File: src/rtl/core/tvsq_pkg.sv
// Shared types, codes and level table of the two-voice square and noise sound generator.
package tvsq_pkg;

  // Command codes carried in the func field.
  localparam logic [1:0] FUNC_WRITE = 2'd0;
  localparam logic [1:0] FUNC_READ  = 2'd1;
  localparam logic [1:0] FUNC_TICK  = 2'd2;

  // Register indexes.
  localparam logic [2:0] REG_V0_LO   = 3'd0;
  localparam logic [2:0] REG_V1_LO   = 3'd1;
  localparam logic [2:0] REG_V1_HI   = 3'd2;
  localparam logic [2:0] REG_CONTROL = 3'd3;
  localparam logic [2:0] REG_V0_HI   = 3'd4;

  localparam int unsigned FREQ_W  = 10;
  localparam int unsigned LEVEL_W = 15;

  localparam logic [FREQ_W-1:0] HOLD_FREQ   = 10'h3fe;
  localparam logic [FREQ_W-1:0] HALT_RELOAD = 10'h3ff;
  localparam logic [FREQ_W-1:0] COUNT_TOP   = 10'h3ff;
  localparam logic [7:0]        V1_HI_FILL  = 8'h7c;
  localparam logic [7:0]        LFSR_SEED   = 8'hff;

  // Command item and result item.
  typedef struct packed {
    logic [1:0] func;
    logic [2:0] reg_index;
    logic [7:0] write_data;
  } tvsq_cmd_t;

  typedef struct packed {
    logic [7:0]         read_data;
    logic [LEVEL_W-1:0] level;
  } tvsq_res_t;

  // Level for one active voice (or noise) by volume 0 to 7; level_lookup saturates volumes 8 and up.
  function automatic logic [LEVEL_W-1:0] level_one(input logic [2:0] vol);
    logic [LEVEL_W-1:0] lv;
    case (vol)
      3'd0: lv = 15'h0000;
      3'd1: lv = 15'h0299;
      3'd2: lv = 15'h076b;
      3'd3: lv = 15'h0c31;
      3'd4: lv = 15'h1111;
      3'd5: lv = 15'h1603;
      3'd6: lv = 15'h1afb;
      3'd7: lv = 15'h2009;
      default: lv = 15'h0000;
    endcase
    return lv;
  endfunction

  // Level with both channels active.
  function automatic logic [LEVEL_W-1:0] level_both(input logic [2:0] vol);
    logic [LEVEL_W-1:0] lv;
    case (vol)
      3'd0: lv = 15'h0000;
      3'd1: lv = 15'h0558;
      3'd2: lv = 15'h0f19;
      3'd3: lv = 15'h18e7;
      3'd4: lv = 15'h2323;
      3'd5: lv = 15'h2d96;
      3'd6: lv = 15'h3861;
      3'd7: lv = 15'h43c1;
      default: lv = 15'h0000;
    endcase
    return lv;
  endfunction

  // Output level for the index {channel 1 on, channel 0 on, volume}.
  function automatic logic [LEVEL_W-1:0] level_lookup(input logic [5:0] idx);
    logic [LEVEL_W-1:0] lv;
    case (idx[5:4])
      2'b00: lv = 15'h0000;
      2'b01, 2'b10: lv = idx[3] ? 15'h2461 : level_one(idx[2:0]);
      2'b11: lv = idx[3] ? 15'h4e08 : level_both(idx[2:0]);
      default: lv = 15'h0000;
    endcase
    return lv;
  endfunction

endpackage

File: src/rtl/core/two_voice_square_noise_sound.sv
// Top level of the two-voice square-wave sound generator with a noise source.
//
//   Channel | Direction | Handshake            | Payload
//   cmd     | in        | cmd_valid, cmd_stall | tvsq_cmd_t: func, reg_index, write_data
//   res     | out       | res_valid, res_stall | tvsq_res_t: read_data, level
//
// Each command yields exactly one result: the command is held in the command register,
// then the engine updates state and fills the result register. One command a cycle
// is sustained while the result side does not stall.
// Reset (rst, synchronous) empties both registers and returns all sound state to its
// power-up values. A stall on the result side holds the result; the command register
// still drains into a free result register, so cmd_stall only rises when both are full.
module two_voice_square_noise_sound (
  input  logic                clk,
  input  logic                rst,
  input  logic                cmd_valid,
  output logic                cmd_stall,
  input  tvsq_pkg::tvsq_cmd_t cmd,
  output logic                res_valid,
  input  logic                res_stall,
  output tvsq_pkg::tvsq_res_t res
);

  // Command register: holds one accepted command until the engine takes it.
  logic                cmd_full;
  tvsq_pkg::tvsq_cmd_t cmd_q;
  tvsq_pkg::tvsq_res_t res_calc;
  logic                advance;

  // The engine runs whenever a command is waiting and the result register can take its result.
  assign advance   = cmd_full & (~res_valid | ~res_stall);
  assign cmd_stall = cmd_full & ~advance;

  always_ff @(posedge clk) begin
    if (rst) begin
      cmd_full <= 1'b0;
    end else if (cmd_valid && !cmd_stall) begin
      cmd_full <= 1'b1;
    end else if (advance) begin
      cmd_full <= 1'b0;
    end
  end

  always_ff @(posedge clk) begin
    if (cmd_valid && !cmd_stall) begin
      cmd_q <= cmd;
    end
  end

  tvsq_engine u_engine (
    .clk  (clk),
    .rst  (rst),
    .fire (advance),
    .cmd  (cmd_q),
    .res  (res_calc)
  );

  // Result register: a stalled result stays put until its transfer completes.
  always_ff @(posedge clk) begin
    if (rst) begin
      res_valid <= 1'b0;
    end else if (advance) begin
      res_valid <= 1'b1;
    end else if (!res_stall) begin
      res_valid <= 1'b0;
    end
  end

  always_ff @(posedge clk) begin
    if (advance) begin
      res <= res_calc;
    end
  end

endmodule

File: src/rtl/core/tvsq_engine.sv
// Register file, voice counters, noise shifter and level lookup for one command per cycle while fire is high.
module tvsq_engine (
  input  logic              clk,
  input  logic              rst,
  input  logic              fire,
  input  tvsq_pkg::tvsq_cmd_t cmd,
  output tvsq_pkg::tvsq_res_t res
);

  logic [7:0] v0_lo, v1_lo, control;
  logic [1:0] v0_hi, v1_hi;
  logic [9:0] v0_count, v1_count;
  logic       v0_phase, v1_phase, noise_bit;
  logic [7:0] lfsr;

  logic [7:0] v0_lo_next, v1_lo_next, control_next;
  logic [1:0] v0_hi_next, v1_hi_next;
  logic [9:0] v0_count_next, v1_count_next;
  logic       v0_phase_next, v1_phase_next, noise_bit_next;
  logic [7:0] lfsr_next;

  logic [9:0] reload0, reload1;
  logic [7:0] read_value;
  logic [5:0] level_idx;
  logic       ch0_on, ch1_on;

  assign reload0 = {v0_hi, v0_lo} + 10'd1;
  assign reload1 = {v1_hi, v1_lo} + 10'd1;

  always_comb begin
    v0_lo_next     = v0_lo;
    v0_hi_next     = v0_hi;
    v1_lo_next     = v1_lo;
    v1_hi_next     = v1_hi;
    control_next   = control;
    v0_count_next  = v0_count;
    v1_count_next  = v1_count;
    v0_phase_next  = v0_phase;
    v1_phase_next  = v1_phase;
    noise_bit_next = noise_bit;
    lfsr_next      = lfsr;
    read_value     = 8'h00;
    case (cmd.func)
      tvsq_pkg::FUNC_WRITE: begin
        case (cmd.reg_index)
          tvsq_pkg::REG_V0_LO: begin
            v0_lo_next = cmd.write_data;
            if ({v0_hi, cmd.write_data} == tvsq_pkg::HOLD_FREQ) v0_phase_next = 1'b1;
          end
          tvsq_pkg::REG_V0_HI: begin
            v0_hi_next = cmd.write_data[1:0];
            if ({cmd.write_data[1:0], v0_lo} == tvsq_pkg::HOLD_FREQ) v0_phase_next = 1'b1;
          end
          tvsq_pkg::REG_V1_LO: begin
            v1_lo_next = cmd.write_data;
            if ({v1_hi, cmd.write_data} == tvsq_pkg::HOLD_FREQ) v1_phase_next = 1'b1;
          end
          tvsq_pkg::REG_V1_HI: begin
            v1_hi_next = cmd.write_data[1:0];
            if ({cmd.write_data[1:0], v1_lo} == tvsq_pkg::HOLD_FREQ) v1_phase_next = 1'b1;
          end
          tvsq_pkg::REG_CONTROL: begin
            control_next = cmd.write_data;
            if (cmd.write_data[7]) begin
              v0_phase_next  = 1'b1;
              v1_phase_next  = 1'b1;
              lfsr_next      = tvsq_pkg::LFSR_SEED;
              noise_bit_next = 1'b1;
            end
          end
          default: ;
        endcase
      end
      tvsq_pkg::FUNC_READ: begin
        case (cmd.reg_index)
          tvsq_pkg::REG_V0_LO:   read_value = v0_lo;
          tvsq_pkg::REG_V1_LO:   read_value = v1_lo;
          tvsq_pkg::REG_V1_HI:   read_value = tvsq_pkg::V1_HI_FILL | {6'd0, v1_hi};
          tvsq_pkg::REG_CONTROL: read_value = control;
          tvsq_pkg::REG_V0_HI:   read_value = {6'd0, v0_hi};
          default:               read_value = 8'h00;
        endcase
      end
      tvsq_pkg::FUNC_TICK: begin
        if (control[7]) begin
          // Digital mode parks both counters at their reload values.
          v0_count_next = reload0;
          v1_count_next = reload1;
        end else begin
          if (reload0 != tvsq_pkg::HALT_RELOAD) begin
            if (v0_count == tvsq_pkg::COUNT_TOP) begin
              v0_phase_next = ~v0_phase;
              v0_count_next = reload0;
            end else begin
              v0_count_next = v0_count + 10'd1;
            end
          end
          if (reload1 != tvsq_pkg::HALT_RELOAD) begin
            if (v1_count == tvsq_pkg::COUNT_TOP) begin
              v1_phase_next  = ~v1_phase;
              v1_count_next  = reload1;
              noise_bit_next = lfsr[0];
              lfsr_next      = {lfsr[6:0], lfsr[7] ^ lfsr[5] ^ lfsr[4] ^ lfsr[1]};
            end else begin
              v1_count_next = v1_count + 10'd1;
            end
          end
        end
      end
      default: ;
    endcase
  end

  // The level reflects the state after this command.
  assign ch0_on = v0_phase_next & control_next[4];
  assign ch1_on = (v1_phase_next & control_next[5]) |
                  (noise_bit_next & (control_next[6:5] == 2'b10));
  assign level_idx = control_next[7] ? control_next[5:0] : {ch1_on, ch0_on, control_next[3:0]};

  assign res.read_data = read_value;
  assign res.level     = tvsq_pkg::level_lookup(level_idx);

  always_ff @(posedge clk) begin
    if (rst) begin
      v0_lo     <= 8'h00;
      v0_hi     <= 2'b00;
      v1_lo     <= 8'h00;
      v1_hi     <= 2'b00;
      control   <= 8'h00;
      v0_count  <= 10'd0;
      v1_count  <= 10'd0;
      v0_phase  <= 1'b0;
      v1_phase  <= 1'b0;
      lfsr      <= tvsq_pkg::LFSR_SEED;
      noise_bit <= 1'b1;
    end else if (fire) begin
      v0_lo     <= v0_lo_next;
      v0_hi     <= v0_hi_next;
      v1_lo     <= v1_lo_next;
      v1_hi     <= v1_hi_next;
      control   <= control_next;
      v0_count  <= v0_count_next;
      v1_count  <= v1_count_next;
      v0_phase  <= v0_phase_next;
      v1_phase  <= v1_phase_next;
      lfsr      <= lfsr_next;
      noise_bit <= noise_bit_next;
    end
  end

endmodule

File: config.mk
export PLATFORM = sky130hd
export DESIGN_NAME = two_voice_square_noise_sound
export DESIGN_NICKNAME = d
export VERILOG_FILES = /design/src/rtl/core/tvsq_pkg.sv /design/src/rtl/core/two_voice_square_noise_sound.sv /design/src/rtl/core/tvsq_engine.sv
export SDC_FILE = /design/constraint.sdc
export NUM_CORES = 1
export LEC_CHECK = 0
export ABC_AREA = 1
export BUFFER_PORTS_ARGS = -buffer_cell sky130_fd_sc_hd__buf_2
export CAP_MARGIN = 10
export CORE_MARGIN = 4
export CORE_UTILIZATION = 25
export DETAILED_ROUTE_END_ITERATION = 7
export PLACE_DENSITY = 0.4
export SYNTH_ARGS = -nofsm -noshare
export SYNTH_HDL_FRONTEND = slang
export SYNTH_SLANG_ARGS = --single-unit
File: constraint.sdc
create_clock -name clk -period 3.45 [get_ports clk]
set_input_delay 0.5175 -clock clk [delete_from_list [all_inputs] [get_ports clk]]
set_output_delay 0.5175 -clock clk [all_outputs]
set_load 0.03 [all_outputs]
==> flow_metrics.env, run 1 <==
export IMPL_outcome="finished, final reports clean"
export IMPL_setup_viol=0
export IMPL_worstSetupPathType="reg -> reg"
export IMPL_crit_path_end_kind="flop"
export IMPL_layout_min_cycle_time_ps=3070
export IMPL_clock_skew_ps=9.83
export IMPL_period_share=0.889
export IMPL_placementRows=53
export IMPL_hold_buffers=0
export IMPL_place_gp_congestion=0.856
export IMPL_seq_area_frac_synth=0.421
export IMPL_critPathLaunchType="flop"
export IMPL_drc=0
export IMPL_grt_pass1_wl_um=26200
export IMPL_cp_max_fo=11
export IMPL_synth_top_area_share=0.223
export IMPL_placed_area_um2=6010
export IMPL_die_h_um=156
export IMPL_critPathSlowestCell="edfxtp_1"
export IMPL_ant_nets=0
export IMPL_drt_total_wl_um=16100
export IMPL_reg2reg_to="res[5]"
export IMPL_layout_area_overhead_vs_synth_pct=16.4
export IMPL_port_buffers=41
export IMPL_crit_family="simple AND/OR/NAND/NOR gates"
export IMPL_cts_tree="built"
export IMPL_final_cell_mix="nand2_1 (151), inv_1 (103), a21oi_1 (63)"
export IMPL_mostFrequentLayoutCell="nand2_1"
export IMPL_r2r_start="cmd_q[11]"
export IMPL_synth_nets=756
export IMPL_whs_ps=329
export IMPL_hp_class="in -> reg"
export IMPL_coreArea_um2=21300
export IMPL_insertion_delay_ps=360
export IMPL_grtUsageTotal=0.136
export IMPL_cts_root_buf="clkbuf_16"
export IMPL_detail_route_wl_per_cell_um=15.3
export IMPL_min_path_cells=1
export IMPL_power_per_cell_area_nw_per_um2=421
export IMPL_via_count=4866
export IMPL_drtIter0Drc=308
export IMPL_crit_required_ps=3660
export IMPL_finalInstanceArea_um2=6370
export IMPL_final_max_slew_viol_count=0
export IMPL_synth_top_cell_by_area="dfxtp_1"
export IMPL_worst_path_buf_inv=6
export IMPL_max_slew_margin=0.499
export IMPL_syn_avg_cell_area_um2=7.53
export IMPL_max_stage_delay_ps=450
export IMPL_setup_tns_ps=0
export IMPL_vias_per_cell=4.62
export IMPL_path_cells="nor2_1 -> inv_1 -> nor2_4 -> inv_2 -> nor2_1 -> inv_1 -> o21ai_1 -> inv_1 -> nand3_1 -> nand2_1 -> nand2_1 -> ha_1 -> inv_1 -> nor2_2 -> inv_1 -> nor2_4 -> nand2_1 -> o22ai_1"
export IMPL_ys_warn_count=0
export IMPL_final_nets=804
export IMPL_synthTopCellsByArea="dfxtp_1 (22%), edfxtp_1 (20%), nand2_1 (10%)"
export IMPL_reg2reg_depth=18
export IMPL_dr_pass1_iters=4
export IMPL_clockBufferDepth=2
export IMPL_ys_types=45
export IMPL_cts_buffers=9
export IMPL_synth_seq_cells=97
export IMPL_io_pins=42
export IMPL_grt_pass1_vias=4796
export IMPL_worst_slew_pin_slew_ps=750
export IMPL_ir_drop_v=0.000225
export IMPL_clk_pin_slew_ps=70
export IMPL_hold_end="cmd_q[0]"
export IMPL_antenna_found_initial=0
export IMPL_num_antenna_cells=0
export IMPL_cts_sinks=97
export IMPL_hpwl_um=12200
export IMPL_p_leak_nw=2.58
export IMPL_layout_drive_gt1_share=0.134
export IMPL_worst_r2r_setup_slack_ps=380
export IMPL_hold_viol=0
export IMPL_start_util=0.257
export IMPL_max_cap_violations=0
export IMPL_die_x_um=156
export IMPL_cpMostUsedCell="inv_1"
export IMPL_htreeDepth=3
export IMPL_fmaxAchievable_ghz=0.326
export IMPL_syn_area_um2=5470
export IMPL_syn_instance_count=726
export IMPL_dieArea_um2=24300
export IMPL_hold_start="cmd[0]"
export IMPL_worstPathArrival_ps=3270
export IMPL_grt_max_degree=40
export IMPL_grt_ovfl_total=0
export IMPL_rsz0062_at_grt="false"
[final cells by class]
class	instances	area, um^2
fill	2324	14900
sequential	97	2300
timing repair buffer	54	303
tap	275	344
multi-input combinational	503	2680
clock inverter	7	103
clock buffer	9	225
inverter	109	409
[sequential cells by signal (all words and copies together) (netlist names)]
name,flops
u_engine.control,8
u_engine.v1_lo,8
cmd_full,1
u_engine.v0_phase,1
u_engine.v0_hi,2
u_engine.v0_count,10
u_engine.v1_hi,2
cmd_q,13
u_engine.noise_bit,1
res_valid,1
u_engine.lfsr,8
u_engine.v1_count,10
u_engine.v1_phase,1
u_engine.v0_lo,8
res,23
[cell usage after synthesis, drive strengths merged]
cell,instances
a21oi,63
o32ai,1
xnor2,4
o22ai,9
a32o,1
o21bai,1
xor2,14
a221oi,2
nand3b,3
a211oi,5
a21boi,1
a31oi,1
nand4,12
nor3b,1
buf,8
o31ai,1
nor3,8
nor4,2
o221ai,2
dfxtp,61
nor2,62
ha,13
inv,109
nand3,50
o211ai,19
edfxtp,36
or2,1
a22o,1
o21ai,67
nand2,158
o21a,1
clkbuf,9
[worst reg2reg max path: cells and delay by family, from the launching register on]
family | cells | cell delay (ps)
compound gates | 2 | 360
simple gates | 9 | 1230
fa+ha+maj | 1 | 210
buf+inv | 6 | 670
flops | 1 | 450
[power by group]
group | leakage [nW] | switching (W) | total (W) | internal (W)
clock network | 0.157 | 0.000487 | 0.00113 | 0.000644
logic | 1.58 | 0.000214 | 0.000299 | 0.0000854
registers | 0.845 | 0.0000250 | 0.00125 | 0.00123
total | 2.58 | 0.000726 | 0.00268 | 0.00195
[metal layers]
layer | global-route usage | share of wire
met1 | 0.183 | 0.47
met2 | 0.225 | 0.47
met3 | 0.0286 | 0.045
met4 | 0.0333 | 0.014
met5 | 0 | 0
[what timing repair did]
item                                    in CTS  in global routing
endpoints found under the setup margin       0                  6
resized for setup                            0                  7
buffers inserted                             0                  2
[per-stage QoR]
stage | std cells | setup slack (ps) | utilization | power, W
after floorplan | 726 | 728 | - | 0.00148
after global placement | 1036 | 211 | 0.282 | 0.00158
after detailed placement | 1036 | 153 | 0.282 | 0.00157
after CTS | 1052 | 136 | 0.298 | 0.00273
after global routing | 1054 | 26.9 | 0.299 | 0.00282
final | 1054 | 384 | 0.299 | 0.00268
[kinds of logic (layout without fill, tap and decap cells)]
family / Yosys count / in the layout / share of synthesized area
buf+inv: 126 / 179 / 0.0917
simple gates: 297 / 297 / 0.241
flops: 97 / 97 / 0.421
xor+xnor: 18 / 18 / 0.0288
compound gates: 175 / 175 / 0.188
fa+ha+maj: 13 / 13 / 0.0297
[worst max path at each step]
stage | from | endpoint | slack (ps) | cells past startpoint
floorplan | u_engine.v0_lo[1] | res[5] | 730 | 18
global placement | cmd_q[10] | res[5] | 210 | 18
detailed placement | cmd_q[10] | res[5] | 150 | 18
CTS | cmd_q[10] | res[5] | 140 | 18
global route | u_engine.v0_count[0] | res[5] | 30 | 18
finish | cmd_q[11] | res[5] | 380 | 18
No activity file was read; power rests on OpenSTA's default activity.
==> run 2: changes to the inputs <==
--- a/config.mk
+++ b/config.mk
@@ -11,7 +11,6 @@
 export CORE_MARGIN = 4
 export CORE_UTILIZATION = 25
 export DETAILED_ROUTE_END_ITERATION = 7
-export PLACE_DENSITY = 0.4
 export SYNTH_ARGS = -nofsm -noshare
 export SYNTH_HDL_FRONTEND = slang
 export SYNTH_SLANG_ARGS = --single-unit
==> run 2 against run 1 <==
Effect of this change:
- global-route usage fell by 1.5 points
- combinational power fell by 3%
- non-clock buffer count did not move
- sequential share of layout area rose by 0.070 points
- design area fell by 0.14%
- clock-buffer cell count rose by 2
- critical path type unchanged
==> flow_metrics.env, run 2 (synthesis gave the netlist of run 1 again) <==
export IMPL_outcome="finished, final reports clean"
export IMPL_start_util=0.257
export IMPL_grt_ovfl_total=0
export IMPL_max_cap_violations=0
export IMPL_setup_viol=0
export IMPL_p_comb_frac=0.111
export IMPL_mostFrequentLayoutCell="nand2_1"
export IMPL_largest_register_ffs=23
export IMPL_grt_pass1_vias=4599
export IMPL_drtIter0Drc=347
export IMPL_seq_power_share=0.478
export IMPL_grtUsageTotal=0.121
export IMPL_detail_route_wl_per_cell_um=13.7
export IMPL_cp_max_fo=11
export IMPL_grt_max_degree=31
export IMPL_worstPathArrival_ps=3310
export IMPL_finalInstanceArea_um2=6360
export IMPL_hold_viol=0
export IMPL_hp_class="in -> reg"
export IMPL_dr_pass1_iters=5
export IMPL_worstSetupPathType="reg -> reg"
export IMPL_clockBufferDepth=2
export IMPL_cts_root_buf="clkbuf_16"
export IMPL_placed_area_um2=5990
export IMPL_port_buffers=41
export IMPL_io_pins=42
export IMPL_hold_buffers=0
export IMPL_ant_nets=0
export IMPL_p_switching_w=0.000680
export IMPL_cts_buffers=9
export IMPL_htreeDepth=3
export IMPL_antenna_found_initial=0
export IMPL_place_gp_congestion=0.952
export IMPL_num_antenna_cells=0
export IMPL_final_cell_mix="nand2_1 (151), inv_1 (103), a21oi_1 (63)"
export IMPL_critPathLaunchType="flop"
export IMPL_cts_sinks=97
export IMPL_placementRows=53
export IMPL_layout_drive_gt1_share=0.134
export IMPL_area_sequential_um2=2310
export IMPL_ir_drop_v=0.000204
export IMPL_die_x_um=156
export IMPL_crit_required_ps=3640
export IMPL_layout_area_overhead_vs_synth_pct=16.3
export IMPL_insertion_delay_ps=350
export IMPL_fmaxAchievable_ghz=0.321
export IMPL_regMostFlops="res"
export IMPL_worst_r2r_setup_slack_ps=340
export IMPL_die_h_um=156
export IMPL_period_share=0.902
export IMPL_final_nets=804
export IMPL_power_per_cell_area_nw_per_um2=413
export IMPL_coreArea_um2=21300
export IMPL_max_slew_margin=0.512
export IMPL_fillers=2285
export IMPL_clock_skew_ps=9.76
export IMPL_r2r_start="cmd_q[10]"
export IMPL_reg2reg_depth=17
export IMPL_min_path_cells=1
export IMPL_grt_pass1_wl_um=23800
export IMPL_dp_cells=1033
export IMPL_dieArea_um2=24300
export IMPL_finalPower_w=0.00263
export IMPL_dp_worst_setup_slack_ps=195
export IMPL_hpwl_um=10800
export IMPL_clk_pin_slew_ps=70
export IMPL_cts_tree="built"
export IMPL_worst_slew_pin_slew_ps=730
export IMPL_drc=0
export IMPL_multi_input_area_um2=2680
export IMPL_swShare=0.258
export IMPL_via_count=4940
export IMPL_reg2reg_to="res[5]"
export IMPL_hold_start="cmd[8]"
export IMPL_drt_total_wl_um=14500
export IMPL_fin_util=0.299
export IMPL_reg_largest_list="res: 23 flops, cmd_q: 13 flops"
export IMPL_layout_min_cycle_time_ps=3110
export IMPL_vias_per_cell=4.69
export IMPL_clock_power_share=0.412
export IMPL_final_max_slew_viol_count=0
export IMPL_setup_ws_ps=339
export IMPL_hold_end="cmd_q[8]"
export IMPL_p_leak_nw=2.57
export IMPL_fin_cells=1054
export IMPL_internal_power_w=0.00195
export IMPL_crit_path_end_kind="flop"
## run 2: changes by cell type in the layout (fill, tap and decap cells not counted), sizes merged
cell and change:
clkbuf +2, clkinv -1, inv -1
## run 2: critical path: stages (launching register included)
cell and delay [ps]:
edfxtp_1 500, nor2_4 210, nand2_4 110, nor2_4 170, inv_2 140, nor2_1 160, inv_1 50, o21ai_0 130
inv_1 110, buf_4 160, a21boi_1 170, ha_1 230, inv_1 80, nor2_2 120, inv_1 110, nor2_2 200
nand2_1 120, o22ai_1 180
## run 2: worst max path at each step
stage,start,endpoint,cells after the start
final,cmd_q[10],res[5],17
after global routing,cmd_q[11],res[7],17
after CTS,u_engine.v0_count[0],res[7],18
after detailed placement,u_engine.v0_count[0],res[7],18
after global placement,cmd_q[10],res[5],18
after floorplan,u_engine.v0_lo[1],res[5],18
## run 2: repair_timing
action,CTS,global route
setup endpoints to repair,0,7
buffers inserted,0,5
gates resized for setup,0,9
## run 2: final cells by class
type,count,share of cell area
Clock inverter,5,0.0128
Tap cell,275,0.0541
Sequential cell,97,0.363
Timing Repair Buffer,54,0.0476
Inverter,109,0.0643
Clock buffer,11,0.0366
Multi-Input combinational cell,503,0.422
## run 2: power by group through the flow
| stage | clock, W | combinational [W] | sequential (W) |
|---|---|---|---|
| 3_5_place_dp | 0 | 0.000282 | 0.00128 |
| 3_3_place_gp | 0 | 0.000282 | 0.00128 |
| 5_1_grt | 0.00117 | 0.000327 | 0.00126 |
| 4_1_cts | 0.00111 | 0.000283 | 0.00126 |
| 2_1_floorplan | 0 | 0.000181 | 0.00129 |
| 6_report | 0.00108 | 0.000291 | 0.00126 |
## run 2: through the flow
stage | setup TNS (ps) | hold slack, ps
finish | 0 | 343
global route | -8.15 | 326
CTS | 0 | 332
detailed placement | 0 | 459
global placement | 0 | 461
floorplan | 0 | 439
## run 2: per-layer routing
layer	up-vias	share of wire	global-route usage
li1	2524	-	-
met1	2253	0.50	0.174
met2	142	0.43	0.183
met3	21	0.055	0.0258
met4	0	0.017	0.0363
met5	-	0	0
==> run 3: changes to the inputs <==
--- a/config.mk
+++ b/config.mk
@@ -9,8 +9,9 @@
 export BUFFER_PORTS_ARGS = -buffer_cell sky130_fd_sc_hd__buf_2
 export CAP_MARGIN = 10
 export CORE_MARGIN = 4
-export CORE_UTILIZATION = 25
+export CORE_UTILIZATION = 50
 export DETAILED_ROUTE_END_ITERATION = 7
+export PLACE_DENSITY = 0.68
 export SYNTH_ARGS = -nofsm -noshare
 export SYNTH_HDL_FRONTEND = slang
 export SYNTH_SLANG_ARGS = --single-unit
==> run 3 against run 2 <==
Effect of this change:
- sequential power about the same
- non-clock buffer count down 9
- flip-flop and latch count unchanged
- power down 13%
- utilization up 27 points
- routed wire length up 0.21%
- sequential share of layout area up 2.2 points
- worst hold slack worse by 28 ps
- clock-buffer cell count down 1
- die area down 48%
- first-iteration DRC count up 51%
- register-to-register slack worse by 80 ps
- critical path type unchanged
- largest cell class unchanged
==> flow_metrics.env, run 3 (synthesis gave the netlist of run 1 again) <==
export IMPL_hpwl_um=10800
export IMPL_drt_total_wl_um=14500
export IMPL_seq_power_share=0.548
export IMPL_mostFrequentLayoutCell="nand2_1"
export IMPL_largest_register_ffs=23
export IMPL_critPathLaunchType="flop"
export IMPL_p_switching_w=0.000630
export IMPL_num_antenna_cells=0
export IMPL_p_leak_nw=2.48
export IMPL_drtIter0Drc=524
export IMPL_swShare=0.276
export IMPL_cts_root_buf="clkbuf_8"
export IMPL_crit_path_end_kind="flop"
export IMPL_die_x_um=113
export IMPL_max_cap_violations=0
export IMPL_vias_per_cell=5.67
export IMPL_die_h_um=113
export IMPL_cp_max_fo=11
export IMPL_hold_viol=0
export IMPL_worst_r2r_setup_slack_ps=260
export IMPL_fmaxAchievable_ghz=0.313
export IMPL_cts_sinks=97
export IMPL_startpoint="cmd_q[10]"
export IMPL_ir_drop_v=0.000214
export IMPL_worstSetupPathType="reg -> reg"
export IMPL_fin_util=0.570
export IMPL_worst_slew_pin_slew_ps=1150
export IMPL_postCtsResizedCells=0
export IMPL_fillers=977
export IMPL_antenna_found_initial=0
export IMPL_max_slew_margin=0.235
export IMPL_grt_pass1_vias=4788
export IMPL_hold_buffers=0
export IMPL_htreeDepth=3
export IMPL_placementRows=37
export IMPL_io_pins=42
export IMPL_grt_max_degree=40
export IMPL_final_max_slew_viol_count=0
export IMPL_reg2reg_to="res[7]"
export IMPL_clock_skew_ps=8.49
export IMPL_hp_class="in -> reg"
export IMPL_period_share=0.925
export IMPL_endpoint="res[7]"
export IMPL_cpMostUsedCell="inv_1"
export IMPL_reg_largest_list="res: 23 flops, cmd_q: 13 flops"
export IMPL_grt_ovfl_total=0
export IMPL_worstPathArrival_ps=3360
export IMPL_final_cell_mix="nand2_1 (151), inv_1 (103), a21oi_1 (63)"
export IMPL_whs_ps=315
export IMPL_r2r_start="cmd_q[10]"
export IMPL_layout_drive_gt1_share=0.123
export IMPL_reg2reg_depth=18
export IMPL_ant_nets=0
export IMPL_drc=0
export IMPL_layout_area_overhead_vs_synth_pct=9.54
export IMPL_clock_power_share=0.327
export IMPL_finalInstanceArea_um2=5990
export IMPL_final_nets=795
export IMPL_critPathSlowestCell="edfxtp_1"
export IMPL_outcome="finished, final reports clean"
export IMPL_setup_viol=0
export IMPL_insertion_delay_ps=370
export IMPL_path_cells="nor2_4 -> nand2_4 -> nor2_4 -> inv_2 -> nor2_1 -> inv_1 -> o21ai_0 -> inv_1 -> nand3_1 -> nand2_1 -> nand2_1 -> ha_2 -> inv_1 -> nor2_1 -> inv_1 -> nor2_2 -> nand2_1 -> o32ai_1"
export IMPL_grtUsageTotal=0.231
export IMPL_dieArea_um2=12700
export IMPL_power_per_cell_area_nw_per_um2=381
export IMPL_via_count=5134
export IMPL_coreArea_um2=10500
export IMPL_max_stage_delay_ps=530
export IMPL_cts_buffers=9
export IMPL_place_gp_congestion=0.932
export IMPL_layout_min_cycle_time_ps=3190
export IMPL_regMostFlops="res"
export IMPL_start_util=0.520
export IMPL_placed_area_um2=5780
export IMPL_port_buffers=41
export IMPL_detail_route_wl_per_cell_um=16.0
export IMPL_internal_power_w=0.00165
export IMPL_clk_pin_slew_ps=90
export IMPL_post_cts_buffers=0
export IMPL_crit_required_ps=3620
export IMPL_p_comb_frac=0.124
export IMPL_grt_pass1_wl_um=23500
export IMPL_dr_pass1_iters=6
export IMPL_clockBufferDepth=2
export IMPL_cts_tree="built"
==> run 3: worst max-delay path: cells and delay by family (launching register included) <==
| kind | cells | cell delay (ps) |
|---|---|---|
| simple gates | 10 | 1420 |
| flops | 1 | 530 |
| buf+inv | 5 | 490 |
| compound gates | 2 | 310 |
| fa+ha+maj | 1 | 210 |
==> run 3: worst min-delay path by stage <==
stage,startpoint,cells after the start,slack (ps),to
finish,cmd[0],1,320,cmd_q[0]
global route,cmd[8],1,300,cmd_q[8]
CTS,cmd[0],1,300,cmd_q[0]
detailed placement,u_engine.lfsr[3],2,460,u_engine.lfsr[3]
global placement,u_engine.v1_count[9],2,450,u_engine.v1_count[9]
floorplan,u_engine.v1_count[9],2,440,u_engine.v1_count[9]
==> run 3: routing by layer <==
metal  share of wire  track usage
met1            0.43        0.298
met2            0.49        0.398
met3           0.063       0.0356
met4           0.020       0.0673
met5               0            0
==> run 3: power by group through the flow <==
| stage | registers (W) | logic [W] | clock network [W] |
|---|---|---|---|
| after floorplan | 0.00129 | 0.000181 | 0 |
| after global placement | 0.00128 | 0.000276 | 0 |
| after detailed placement | 0.00128 | 0.000278 | 0 |
| after CTS | 0.00125 | 0.000280 | 0.000761 |
| after global routing | 0.00126 | 0.000316 | 0.000806 |
| final | 0.00125 | 0.000284 | 0.000748 |
==> run 3: through the flow <==
step	power (W)	setup TNS, ps	instances	worst slack (ps)
floorplan	0.00148	0	726	728
global placement	0.00155	0	890	405
detailed placement	0.00156	0	890	238
CTS	0.00229	0	906	198
global route	0.00238	-1.16	906	-1.16
finish	0.00228	0	906	259
==> run 3: layout make-up <==
class / count / area [um^2] / share of cell area
clock inverters: 6 / 57.6 / 0.00961
clock buffers: 10 / 138 / 0.0230
multi-input cells: 503 / 2680 / 0.447
repair buffers: 45 / 235 / 0.0393
inverters: 109 / 409 / 0.0683
well taps: 136 / 170 / 0.0284
flip-flops and latches: 97 / 2310 / 0.385
